## config.mk

```make
export PLATFORM = sky130hd
export DESIGN_NAME = deadline_timer_slots
export DESIGN_NICKNAME = d
export VERILOG_FILES = /design/src/sv/dts_pkg.sv /design/src/sv/deadline_timer_slots.sv /design/src/sv/dts_ram.sv /design/src/sv/dts_addsub.sv /design/src/sv/dts_list.sv
export SDC_FILE = /design/constraint.sdc
export NUM_CORES = 2
export LEC_CHECK = 0
export BUFFER_PORTS_ARGS = -buffer_cell sky130_fd_sc_hd__buf_2
export CORE_MARGIN = 5
export CORE_UTILIZATION = 57
export CTS_BUF_LIST = sky130_fd_sc_hd__clkbuf_4 sky130_fd_sc_hd__clkbuf_8 sky130_fd_sc_hd__clkbuf_16
export CTS_CLUSTER_DIAMETER = 80
export DETAILED_ROUTE_END_ITERATION = 7
export PLACE_DENSITY = 0.76
export SLEW_MARGIN = 10
export SYNTH_ARGS = -nofsm -noshare
export SYNTH_HDL_FRONTEND = slang
export SYNTH_SLANG_ARGS = --single-unit
```

## constraint.sdc

```tcl
create_clock -name clk -period 6.6 [get_ports clk]
set_clock_uncertainty 0.1 [all_clocks]
set_input_delay 0.33 -clock clk [delete_from_list [all_inputs] [get_ports clk]]
set_output_delay 0.33 -clock clk [all_outputs]
set_load 0.01 [all_outputs]
```

## src/sv/dts_pkg.sv

```systemverilog
// Shared types and constants for the deadline timer slot table.
// Used by every module of the block except dts_ram; depends on nothing.
`default_nettype none
package dts_pkg;
	localparam int SLOTS = 16;
	localparam int SLOT_W = $clog2(SLOTS);
	localparam int CNT_W = $clog2(SLOTS + 1);
	localparam int DL_W = 64;
	localparam int DELAY_W = 32;
	localparam int CPU_W = 10;
	localparam int FUNC_W = 2;
	localparam int CFG_IDX_W = 1;
	localparam int CFG_DATA_W = 10;

	localparam logic [FUNC_W-1:0] FN_ADD = 2'd0;
	localparam logic [FUNC_W-1:0] FN_REMOVE = 2'd1;
	localparam logic [FUNC_W-1:0] FN_TICK = 2'd2;

	localparam logic [CFG_IDX_W-1:0] CFG_RUNNING = 1'd0;
	localparam logic [CFG_IDX_W-1:0] CFG_CLOCKS_PER_US = 1'd1;

	localparam logic [1:0] LOP_NONE = 2'd0;
	localparam logic [1:0] LOP_UNLINK = 2'd1;
	localparam logic [1:0] LOP_APPEND = 2'd2;

	typedef struct packed {
		logic [FUNC_W-1:0] func;
		logic [3:0] slot;
		logic [DELAY_W-1:0] delay_us;
		logic [DL_W-1:0] now;
	} req_t;

	typedef struct packed {
		logic status;
		logic fired_valid;
		logic [3:0] fired_slot;
		logic last;
	} rsp_t;

	typedef struct packed {
		logic [1:0] op;
		logic [SLOT_W-1:0] slot;
	} list_cmd_t;

	typedef struct packed {
		logic [SLOTS-1:0] armed;
		logic [SLOT_W-1:0] next_at;
		logic [SLOT_W-1:0] head;
		logic [CNT_W-1:0] count;
	} list_stat_t;
endpackage
`default_nettype wire

```

## src/sv/deadline_timer_slots.sv

```systemverilog
// Deadline timer slot table: sixteen 64-bit deadlines in insertion order.
// Depends on dts_pkg, dts_ram, dts_addsub and dts_list.
//
// Requests enter on req (valid/ready); results leave on rsp (valid/ready).
// A request is taken only while the sequencer is idle, so one request is in
// work at a time. Add computes delay_us * clocks_per_us by shift-and-add on
// the shared 64-bit adder, one multiplier bit a cycle until the remaining
// bits are zero, then adds now with the same adder and links the slot. A
// tick reads one deadline a cycle from the deadline RAM, except while it
// stalls on the output, compares it on the adder and follows the list.
// Each tick gives one result per expired slot, or a single result when
// none expired; the final result of every request carries last.
// One fired slot is held back until the next one is found, so last can be
// set on the true final result. A single output register holds results;
// while the receiver stalls, the sequencer waits only when it has a new
// result to place there. Reset disarms all slots, stops the service and
// sets clocks_per_us to 37; configuration writes are taken at once.
`default_nettype none
module deadline_timer_slots (
	input wire logic clk,
	input wire logic arst_n,
	input wire logic req_valid,
	output logic req_ready,
	input wire dts_pkg::req_t req,
	output logic rsp_valid,
	input wire logic rsp_ready,
	output dts_pkg::rsp_t rsp,
	input wire logic cfg_we,
	input wire logic [dts_pkg::CFG_IDX_W-1:0] cfg_idx,
	input wire logic [dts_pkg::CFG_DATA_W-1:0] cfg_data
);
	import dts_pkg::*;

	localparam logic [2:0] S_IDLE = 3'd0;
	localparam logic [2:0] S_MUL = 3'd1;
	localparam logic [2:0] S_ADD = 3'd2;
	localparam logic [2:0] S_APPEND = 3'd3;
	localparam logic [2:0] S_UNLINK = 3'd4;
	localparam logic [2:0] S_RESP = 3'd5;
	localparam logic [2:0] S_TICK = 3'd6;
	localparam logic [2:0] S_TEND = 3'd7;

	logic [2:0] state_q;
	logic running_q;
	logic [CPU_W-1:0] clocks_per_us_q;
	logic status_q;
	logic pend_valid_q;
	logic [SLOT_W-1:0] pend_slot_q;
	logic rsp_valid_q;
	rsp_t rsp_q;

	logic [SLOT_W-1:0] slot_q;
	logic [DL_W-1:0] now_q;
	logic [DL_W-1:0] acc_q;
	logic [DL_W-1:0] mcand_q;
	logic [CPU_W-1:0] mlt_q;
	logic [SLOT_W-1:0] cur_q;
	logic [CNT_W-1:0] left_q;

	logic accept;
	logic slot_ok;
	logic out_free;
	logic fire;
	logic tick_stall;
	logic emit;
	rsp_t emit_rsp;
	list_cmd_t list_cmd;
	list_stat_t stat;
	logic [DL_W-1:0] alu_a;
	logic [DL_W-1:0] alu_b;
	logic alu_sub;
	logic [DL_W-1:0] alu_sum;
	logic alu_carry;
	logic ram_we;
	logic [SLOT_W-1:0] ram_raddr;
	logic [DL_W-1:0] ram_rdata;

	assign req_ready = (state_q == S_IDLE);
	assign accept = req_valid && req_ready;
	assign slot_ok = (32'(req.slot) < SLOTS);
	assign out_free = !rsp_valid_q || rsp_ready;
	assign fire = (state_q == S_TICK) && stat.armed[cur_q] && alu_carry;
	assign tick_stall = fire && pend_valid_q && !out_free;
	assign ram_we = (state_q == S_ADD);

	always_comb begin
		list_cmd.op = LOP_NONE;
		list_cmd.slot = (state_q == S_TICK) ? cur_q : slot_q;
		case (state_q)
			S_ADD, S_UNLINK: begin
				if (stat.armed[slot_q]) begin
					list_cmd.op = LOP_UNLINK;
				end
			end
			S_APPEND: begin
				list_cmd.op = LOP_APPEND;
			end
			S_TICK: begin
				if (fire && !tick_stall) begin
					list_cmd.op = LOP_UNLINK;
				end
			end
			default: begin
			end
		endcase
	end

	always_comb begin
		alu_a = now_q;
		alu_b = ram_rdata;
		alu_sub = 1'b1;
		case (state_q)
			S_MUL: begin
				alu_a = acc_q;
				alu_b = mlt_q[0] ? mcand_q : '0;
				alu_sub = 1'b0;
			end
			S_ADD: begin
				alu_b = acc_q;
				alu_sub = 1'b0;
			end
			default: begin
			end
		endcase
	end

	// The deadline of the next slot is fetched while the current one is judged.
	always_comb begin
		case (state_q)
			S_IDLE: ram_raddr = stat.head;
			S_TICK: ram_raddr = tick_stall ? cur_q : stat.next_at;
			default: ram_raddr = cur_q;
		endcase
	end

	always_comb begin
		emit = 1'b0;
		emit_rsp = '{status: status_q, fired_valid: 1'b0, fired_slot: '0, last: 1'b1};
		case (state_q)
			S_RESP: begin
				emit = out_free;
			end
			S_TICK: begin
				emit = fire && pend_valid_q && out_free;
				emit_rsp = '{status: 1'b0, fired_valid: 1'b1, fired_slot: pend_slot_q,
					last: 1'b0};
			end
			S_TEND: begin
				emit = out_free;
				emit_rsp = '{status: 1'b0, fired_valid: pend_valid_q,
					fired_slot: pend_valid_q ? pend_slot_q : '0, last: 1'b1};
			end
			default: begin
			end
		endcase
	end

	dts_addsub u_addsub (
		.a(alu_a),
		.b(alu_b),
		.sub(alu_sub),
		.sum(alu_sum),
		.carry(alu_carry)
	);

	dts_ram #(
		.WIDTH(DL_W),
		.DEPTH(SLOTS)
	) u_deadline_ram (
		.clk(clk),
		.we(ram_we),
		.waddr(slot_q),
		.wdata(alu_sum),
		.raddr(ram_raddr),
		.rdata(ram_rdata)
	);

	dts_list u_list (
		.clk(clk),
		.arst_n(arst_n),
		.cmd(list_cmd),
		.stat(stat)
	);

	always_ff @(posedge clk or negedge arst_n) begin
		if (!arst_n) begin
			state_q <= S_IDLE;
			running_q <= 1'b0;
			clocks_per_us_q <= CPU_W'(37);
			status_q <= 1'b0;
			pend_valid_q <= 1'b0;
			rsp_valid_q <= 1'b0;
		end else begin
			if (cfg_we) begin
				case (cfg_idx)
					CFG_RUNNING: running_q <= cfg_data[0];
					CFG_CLOCKS_PER_US: clocks_per_us_q <= cfg_data[CPU_W-1:0];
					default: begin
					end
				endcase
			end

			if (emit) begin
				rsp_valid_q <= 1'b1;
			end else if (rsp_ready) begin
				rsp_valid_q <= 1'b0;
			end

			case (state_q)
				S_IDLE: begin
					if (accept) begin
						status_q <= !running_q;
						if (!running_q) begin
							state_q <= S_RESP;
						end else if (req.func == FN_ADD && slot_ok) begin
							state_q <= S_MUL;
						end else if (req.func == FN_REMOVE && slot_ok) begin
							state_q <= S_UNLINK;
						end else if (req.func == FN_TICK) begin
							state_q <= (stat.count == '0) ? S_TEND : S_TICK;
						end else begin
							state_q <= S_RESP;
						end
					end
				end
				S_MUL: begin
					if (mlt_q == '0) begin
						state_q <= S_ADD;
					end
				end
				S_ADD: state_q <= S_APPEND;
				S_APPEND: state_q <= S_RESP;
				S_UNLINK: state_q <= S_RESP;
				S_RESP: begin
					if (out_free) begin
						state_q <= S_IDLE;
					end
				end
				S_TICK: begin
					if (!tick_stall) begin
						if (fire) begin
							pend_valid_q <= 1'b1;
						end
						if (left_q == CNT_W'(1)) begin
							state_q <= S_TEND;
						end
					end
				end
				S_TEND: begin
					if (out_free) begin
						pend_valid_q <= 1'b0;
						state_q <= S_IDLE;
					end
				end
				default: state_q <= S_IDLE;
			endcase
		end
	end

	always_ff @(posedge clk) begin
		if (emit) begin
			rsp_q <= emit_rsp;
		end
		if (accept) begin
			slot_q <= req.slot[SLOT_W-1:0];
			now_q <= req.now;
			mcand_q <= DL_W'(req.delay_us);
			mlt_q <= clocks_per_us_q;
			acc_q <= '0;
			cur_q <= stat.head;
			left_q <= stat.count;
		end
		if (state_q == S_MUL && mlt_q != '0) begin
			acc_q <= alu_sum;
			mlt_q <= mlt_q >> 1;
			mcand_q <= mcand_q << 1;
		end
		if (state_q == S_TICK && !tick_stall) begin
			left_q <= left_q - CNT_W'(1);
			cur_q <= stat.next_at;
			if (fire) begin
				pend_slot_q <= cur_q;
			end
		end
	end

	assign rsp_valid = rsp_valid_q;
	assign rsp = rsp_q;

	a_count_matches: assert property (@(posedge clk) disable iff (!arst_n)
		stat.count == CNT_W'($countones(stat.armed)))
		else $error("armed count disagrees with armed flags");

	a_empty_head: assert property (@(posedge clk) disable iff (!arst_n)
		stat.count == '0 |-> stat.head == '0)
		else $error("empty list does not point at slot zero");

	a_no_held_item: assert property (@(posedge clk) disable iff (!arst_n)
		req_ready |-> !pend_valid_q)
		else $error("held fired slot survived the end of a tick");

	a_fired_ok: assert property (@(posedge clk) disable iff (!arst_n)
		rsp_valid && rsp.fired_valid |-> !rsp.status)
		else $error("fired slot reported with not-running status");
endmodule
`default_nettype wire

```

## src/sv/dts_ram.sv

```systemverilog
// Generic single write port, single read port RAM with registered read data.
// Depends on nothing.
`default_nettype none
module dts_ram #(
	parameter int WIDTH = 64,
	parameter int DEPTH = 16
) (
	input wire logic clk,
	input wire logic we,
	input wire logic [$clog2(DEPTH)-1:0] waddr,
	input wire logic [WIDTH-1:0] wdata,
	input wire logic [$clog2(DEPTH)-1:0] raddr,
	output logic [WIDTH-1:0] rdata
);
	logic [WIDTH-1:0] mem_q [DEPTH];

	always_ff @(posedge clk) begin
		if (we) begin
			mem_q[waddr] <= wdata;
		end
		rdata <= mem_q[raddr];
	end
endmodule
`default_nettype wire

```

## src/sv/dts_addsub.sv

```systemverilog
// Shared 64-bit adder of the timer block: add, or subtract with carry out
// as an unsigned greater-or-equal flag. Depends on dts_pkg.
`default_nettype none
module dts_addsub (
	input wire logic [dts_pkg::DL_W-1:0] a,
	input wire logic [dts_pkg::DL_W-1:0] b,
	input wire logic sub,
	output logic [dts_pkg::DL_W-1:0] sum,
	output logic carry
);
	import dts_pkg::*;

	logic [DL_W-1:0] b_eff;
	logic [DL_W:0] full;

	// With sub set, carry out is high exactly when a >= b.
	assign b_eff = sub ? ~b : b;
	assign full = {1'b0, a} + {1'b0, b_eff} + (DL_W + 1)'(sub);
	assign sum = full[DL_W-1:0];
	assign carry = full[DL_W];
endmodule
`default_nettype wire

```

## src/sv/dts_list.sv

```systemverilog
// Armed flags and the doubly linked insertion-order list of timer slots.
// Performs one unlink or one append per cycle. Depends on dts_pkg.
`default_nettype none
module dts_list (
	input wire logic clk,
	input wire logic arst_n,
	input wire dts_pkg::list_cmd_t cmd,
	output dts_pkg::list_stat_t stat
);
	import dts_pkg::*;

	logic [SLOTS-1:0] armed_q;
	logic [SLOT_W-1:0] next_q [SLOTS];
	logic [SLOT_W-1:0] prev_q [SLOTS];
	logic [SLOT_W-1:0] head_q;
	logic [SLOT_W-1:0] tail_q;
	logic [CNT_W-1:0] cnt_q;
	logic [SLOT_W-1:0] s;
	logic [SLOT_W-1:0] n;
	logic [SLOT_W-1:0] p;
	logic [CNT_W-1:0] cnt_dec;

	assign s = cmd.slot;
	assign n = next_q[s];
	assign p = prev_q[s];
	assign cnt_dec = (cnt_q != '0) ? cnt_q - CNT_W'(1) : cnt_q;

	always_ff @(posedge clk or negedge arst_n) begin
		if (!arst_n) begin
			armed_q <= '0;
			head_q <= '0;
			tail_q <= '0;
			cnt_q <= '0;
		end else begin
			case (cmd.op)
				LOP_UNLINK: begin
					if (s == head_q) begin
						head_q <= n;
					end
					if (s == tail_q) begin
						tail_q <= p;
					end
					armed_q[s] <= 1'b0;
					cnt_q <= cnt_dec;
					// An empty list always points at slot zero.
					if (cnt_dec == '0) begin
						head_q <= '0;
						tail_q <= '0;
					end
				end
				LOP_APPEND: begin
					if (cnt_q == '0) begin
						head_q <= s;
					end
					tail_q <= s;
					armed_q[s] <= 1'b1;
					cnt_q <= cnt_q + CNT_W'(1);
				end
				default: begin
				end
			endcase
		end
	end

	always_ff @(posedge clk) begin
		case (cmd.op)
			LOP_UNLINK: begin
				if (s != head_q) begin
					next_q[p] <= n;
				end
				if (s != tail_q) begin
					prev_q[n] <= p;
				end
			end
			LOP_APPEND: begin
				if (cnt_q == '0) begin
					prev_q[s] <= '0;
				end else begin
					next_q[tail_q] <= s;
					prev_q[s] <= tail_q;
				end
				next_q[s] <= '0;
			end
			default: begin
			end
		endcase
	end

	assign stat.armed = armed_q;
	assign stat.next_at = n;
	assign stat.head = head_q;
	assign stat.count = cnt_q;
endmodule
`default_nettype wire

```

# Word-level counts from Yosys, hierarchy flattened
# Memories as Yosys holds them, arrays and structs flattened. A register that Yosys moved wholly into a read port is not among the register bits.
# Cells that the tools add are included.
[word_totals]
regBits = 272
ramBits = 1152
inputBits = 118
out_inout_bits = 9
wordCells = 189
n_memories = 3
[op_classes]
n_addsub = 5
order_cmp = 4
n_eq_ne = 26
mux = 80
n_bitwise = 6
n_reduce_logical = 41
[memory_table]
columns = ["memory", "depth", "width", "rd", "rd_ports_with_merged_regs", "wr", "line", "source"]
rows = [
  ["u_deadline_ram.mem_q", 16, 64, 1, 1, 1, "dts_ram.sv:15", "logic [WIDTH-1:0] mem_q [DEPTH];"],
  ["u_list.next_q", 16, 4, 1, 0, 2, "dts_list.sv:13", "logic [SLOT_W-1:0] next_q [SLOTS];"],
  ["u_list.prev_q", 16, 4, 1, 0, 1, "dts_list.sv:14", "logic [SLOT_W-1:0] prev_q [SLOTS];"],
]
[op_table]
columns = ["op", "n"]
rows = [
  ["two-way mux 64 bit", 7],
  ["one-hot mux 64 bit (2 select lines)", 1],
  ["adder 64 x 64 -> 65 bit", 1],
  ["adder 65 x 1 -> 65 bit", 1],
  ["NOT 64 bit", 1],
  ["two-way mux 4 bit", 15],
  ["one-hot mux 16 bit (2 select lines)", 1],
  ["two-way mux 1 bit", 30],
  ["one-hot mux 4 bit (2 select lines)", 3],
  ["two-way mux 3 bit", 7],
  ["two-way mux 9 bit", 2],
  ["one-hot mux 3 bit (6 select lines)", 1],
  ["bitwise AND 16 bit", 1],
  ["NOT 16 bit", 1],
  ["bitwise OR 16 bit", 1],
  ["< comparator 4 x 5 -> 1 bit, second input constant", 3],
  ["two-way mux 5 bit", 3],
  ["one-hot mux 7 bit (2 select lines)", 1],
  ["== test 3 bit, second input constant", 4],
  ["logical AND 1 bit", 10],
  ["logical NOT 10 bit", 1],
  ["logical NOT 5 bit", 2],
  ["inequality test 2 bit, second input constant", 5],
  ["one-hot mux 5 bit (2 select lines)", 1],
  ["32 further kinds", 59],
]

# Logic depth before layout (Yosys ltp)
[depth]
ltp_word = 19
depth_mapped = 31
mapped_depth_nobuf = 25

# By module
# From an unflattened synthesis, not the netlist that was laid out.
[hier_totals]
cells_unflattened = 3859
area_unflattened_um2 = 63280.7
[by_module_without_submodules]
columns = ["mod", "instances", "cells_each", "area_per_inst_um2", "seq_area_each_um2"]
rows = [
  ["dts_ram", 1, 1647, 39581.7, 32030.7],
  ["deadline_timer_slots", 1, 831, 11182.0, 7195.7],
  ["dts_list", 1, 730, 7958.9, 3928.8],
  ["dts_addsub", 1, 651, 4558.1, 0.0],
]

# Least setup slack after synthesis
# OpenSTA, ideal clock, no wires.
[synth_timing]
path_kind = "reg2reg"
start = "reg state_q[2]"
end = "mem u_deadline_ram.mem_q[0][0] (enable)"
setup_time_ns = 0.565
arrival_ns = 6.174
required_ns = 5.935
slack_ns = -0.238
path_stages_with_launch = 9
path_buffers = 4
period_less_slack_ns = 6.838
cell_sequence = "dfrtp_1 buf_4 clkbuf_1 nand2b_1 nor2_1 clkbuf_1 buf_1 nand2_1 nor3_1"
[synth_via]
elab_chain_cells = 3
[synth_lines]
columns = ["item", "line", "source"]
rows = [
  ["start: declaration", "deadline_timer_slots.sv:43", "logic [2:0] state_q;"],
  ["start signal: assignment", "deadline_timer_slots.sv:220", "state_q <= (stat.count == '0) ? S_TEND : S_TICK;"],
  ["== test 3 x 2 -> 1 bit", "deadline_timer_slots.sv:84", "assign ram_we = (state_q == S_ADD);"],
  ["two-way mux 1 bit", "dts_ram.sv:18", "if (we) begin"],
  ["two-way mux 1 bit (implied by the code)", "dts_ram.sv:19", "mem_q[waddr] <= wdata;"],
  ["end: declaration", "dts_ram.sv:15", ""],
]
# No other way between the ends.

# Worst setup path in the final report
[layout_timing]
start = "reg state_q[1]"
end = "reg u_deadline_ram.rdata[34], read port of u_deadline_ram.mem_q"
[layout_via]
elab_chain_cells = 11
word_cells_on_any_way = 20
classes_between = "2 x add/sub; 3 x eq/ne; 7 x mux; 1 x bitwise; 6 x reduce/logical; 1 x memory"
[layout_lines]
columns = ["item", "line", "source"]
rows = [
  ["== test 3 x 2 -> 1 bit or == test 3 x 1 -> 1 bit (tied branches)", "deadline_timer_slots.sv:112", "case (state_q)"],
  ["one-hot mux 64 bit (2 select lines)", "deadline_timer_slots.sv:112", ""],
  ["NOT 64 bit", "dts_addsub.sv:17", "assign b_eff = sub ? ~b : b;"],
  ["two-way mux 64 bit", "dts_addsub.sv:17", ""],
  ["adder 64 x 64 -> 65 bit", "dts_addsub.sv:18", "assign full = {1'b0, a} + {1'b0, b_eff} + (DL_W + 1)'(sub);"],
  ["adder 65 x 1 -> 65 bit", "dts_addsub.sv:18", ""],
  ["logical AND 1 bit", "deadline_timer_slots.sv:82", "assign fire = (state_q == S_TICK) && stat.armed[cur_q] && alu_carry;"],
  ["logical AND 1 bit (2 in series)", "deadline_timer_slots.sv:83", "assign tick_stall = fire && pend_valid_q && !out_free;"],
  ["two-way mux 4 bit", "deadline_timer_slots.sv:131", "S_TICK: ram_raddr = tick_stall ? cur_q : stat.next_at;"],
  ["one-hot mux 4 bit (2 select lines) *", "deadline_timer_slots.sv:129", "case (state_q)"],
  ["end: declaration", "dts_ram.sv:13", "output logic [WIDTH-1:0] rdata"],
]
# Mark *: on every way between the ends. The rest lies on a longest branch, timed or not.
# A chain may end at the register's enable or synchronous reset.

==> summary.md <==
| Metric | Value |
|---|---|
| Post-synthesis cell area | 0.0621 sq mm |
| CTS max path bufs | 3 |
| TritonCTS Buffers | 152 |
| Hold Crit Class | input port to async pin |
| # fillers | 7260 |
| Initial Util | 0.572 |
| Max-cap violation count | 0 |
| Root Driver | clkbuf_16 |
| Seq/Total Area, Yosys | 0.695 |
| R2R cell count | 18 |
| Crit-path leading delay family | compound AO/OA/AOI/OAI gates |
| XOR/XNOR Fraction of Synth Area | 0.00973 |
| Area grow syn2layout | 15.7% |
| Fin cells | 5933 |
| Syn Inst Count | approximately 4100 |
| Main combinational cell family by area after synthesis | multiplexers |
| Synth Warn # | 0 |
| First-pass GRT wire length | about 230000 um |
| Grt total ovfl | 0 |
| Critical-path cell list | nor3b_4 -> buf_4 -> buf_12 -> mux2_2 -> ha_1 -> a21oi_1 -> o21ai_0 -> nor3b_1 -> o21ai_0 -> nand2_1 -> o211ai_2 -> a31oi_2 -> a21boi_1 -> a221o_4 -> buf_16 -> mux2i_1 -> o22ai_1 -> or4_1 |
| Final nets | 4576 |
| Crit. End Element | register |
| Core Util, Final | 0.662 |
| Syn Nets | 4257 |
| Post-synthesis compound-gate area fraction | 0.0772 |
| Final hold viol count | 0 |
| Worst-path clk slew | 60 ps |
| Post-synthesis mux area share | 0.126 |
| Synth cell count leaders | 1312 x edfxtp_1, 572 x mux2i_1, 258 x o22ai_1 |
| CP max stage delay | roughly 600 ps |
| Multi-input logic area | about 0.018 sq mm |
| Min Tclk post-route | around 6500 ps |
| CP Launch Type | register |
| Overall Global Routing Usage | 0.267 |
| Die Wd | about 340 um |
| Worst Max-Slew Pin Slew | between 1000 and 1500 ps |
| Core box area | 0.109 sq mm |
| Area of the die | 0.116 sq mm |
| Final wirelength | 159000 um |
| Via count | 37873 |
| Vias in the first global route | 37496 |
| Number of synthesized flops with an enable pin | 1312 |
| Row count | 121 |
| RSZ-0062 raised after global routing | true |
| Drt first pass iters | 5 |
| Share of cells above drive strength 1 | 0.174 |
| DP Wirelength | 90300 um |
| RR Startpoint | state_q[1] |
| Largest net degree at the start of global routing | about 110 |
| Die H | 340 um |
| Synth Area in Adders | 0.0142 |
| Cell taking the most area after synthesis | edfxtp_1 |
| Final setup viols | 0 |
| Initial antenna violation count | 3 |
| FF+latch area | about 0.043 sq mm |
| Clk sinks | 1488 |
| Via density | 6.38 |
| Syn_area_per_cell | 15.3 sq um |
| I/O pins | 127 |
| Worst path slowest cell | or4_1 |
| Dpl cells | 5517 |
| Remaining routing DRC violations | 0 |
| Fmax | approximately 150 MHz |
| Simple-gate share of the synthesized area | 0.0597 |
| R2R setup slack | 130 ps |
| Final period utilization | 0.980 |
| H-tree levels | 4 |
| I/O Buffers | 126 |
| Max-slew headroom | 0.162 |
| Seq cells post-synth | 1488 |
| Fraction of registers with async set/reset | 0.0309 |
| Crit path max fanout | 93 |
| Area contributors post-synth | edfxtp_1 63%, mux2i_1 9.2%, dfxtp_1 4.2% |
| Antenna cells | 0 |
| Post-synthesis cell type count | 79 |
| Bufs and invs on worst path | 3 |
| Clk Latency, worst-skew pair | 770 ps |
| Fin. max-slew vios | 0 |
| WS Path Type | register to register |
| Most common cell in the netlist | edfxtp_1 |
| Req. time, crit path | ~7000 ps |
| Worst path arrival time | ~7000 ps |
| Placer Congestion | 0.955 |
| Post-route ant nets | 0 |
| CTS tree | built |
| Synth Flop Type | edfxtp_1 |
| Initial DRC count | 4167 |
| Most used cell, CP | o21ai_0 |
| Area share of the largest cell type after synthesis | 0.634 |
| FF-to-FF End | u_deadline_ram.rdata[34] |
| DR WL/cell | 26.7 um |
| Outcome | complete, no violations |
| Hold slack | 147 ps |
[final cells by class]
class | instances | share of cell area
Clock buffer | 194 | 0.0589
Clock inverter | 91 | 0.0117
Inverter | 39 | 0.00207
Multi-Input combinational cell | 2328 | 0.256
Sequential cell | 1488 | 0.601
Tap cell | 1414 | 0.0246
Timing Repair Buffer | 379 | 0.0459
[kinds of logic after synthesis]
family | after synthesis
flops | 1488
fa+ha+maj | 70
buf+inv | 255
compound gates | 748
xor+xnor | 69
simple gates | 722
mux | 717
[state kept, by name (all words and copies together), names as in the netlist, named ones only]
name / cells
u_list.cnt_q: 5
u_deadline_ram.rdata: 64
acc_q: 64
left_q: 5
now_q: 64
rsp_valid: 1
state_q: 3
u_deadline_ram.mem_q: 1024
status_q: 1
rsp: 7
mcand_q: 64
u_list.prev_q: 64
slot_q: 4
pend_valid_q: 1
u_list.next_q: 64
pend_slot_q: 4
u_list.head_q: 4
clocks_per_us_q: 10
mlt_q: 10
cur_q: 4
running_q: 1
u_list.tail_q: 4
[stage by stage]
step	area (sq um)	setup slack (ps)	setup TNS [ps]
after floorplan	62100	25.6	0
after global placement	65100	-57.0	-305
after detailed placement	65100	-280	-3370
after CTS	71400	25.7	0
after global routing	71900	-105	-1400
final	71900	131	0
[worst max-delay path by stage]
stage | start | endpoint | cells past startpoint
4_1_cts | state_q[2] | u_list.next_q[8][1] | 24
3_5_place_dp | state_q[2] | u_list.next_q[12][1] | 25
6_report | state_q[1] | u_deadline_ram.rdata[34] | 18
2_1_floorplan | state_q[2] | u_deadline_ram.mem_q[3][0] | 7
3_3_place_gp | state_q[2] | u_list.next_q[12][1] | 25
5_1_grt | state_q[1] | u_list.prev_q[11][3] | 20
[placed cells by master, fill, tap and decap left out, types with 69 or more instances in the layout]
cell	Yosys	final
a21oi_1	114	114
o22ai_1	258	258
buf_4	9	100
buf_2	80	126
nor2_1	161	137
ha_1	69	69
mux2_2	100	100
o21ai_0	135	134
edfxtp_1	1312	1312
clkbuf_16	0	154
nand2_1	198	194
dfxtp_1	130	130
dlygate4sd3_1	0	118
mux2i_1	572	570
[routing by layer]
metal / vias up / global-route usage / wire length (um)
met5: - / 0 / 0
met4: 0 / 0.0932 / 5610
met3: 343 / 0.0458 / 14700
met2: 1943 / 0.441 / 77000
met1: 19000 / 0.363 / 61200
li1: 16587 / - / -
[worst reg2reg max path, delay by kind of cell, from the launching register on]
family	cells	cell delay [ps]
adder cells (fa/ha/maj)	1	420
AO/OA/AOI/OAI	8	2500
multiplexers	2	880
AND/OR/NAND/NOR	4	1110
flip-flops	1	400
buffers and inverters	3	910
[what timing repair did]
action,CTS,global route
pin swaps,0,7
setup endpoints to repair,38,272
cloned,0,3
gates resized for setup,9,36
setup buffers,0,9
hold buffers,118,0
hold endpoints to repair,161,0
Power is left out: the tool's default activity adds up to more than one toggle a clock period on the data nets, which glitch-free logic cannot reach.
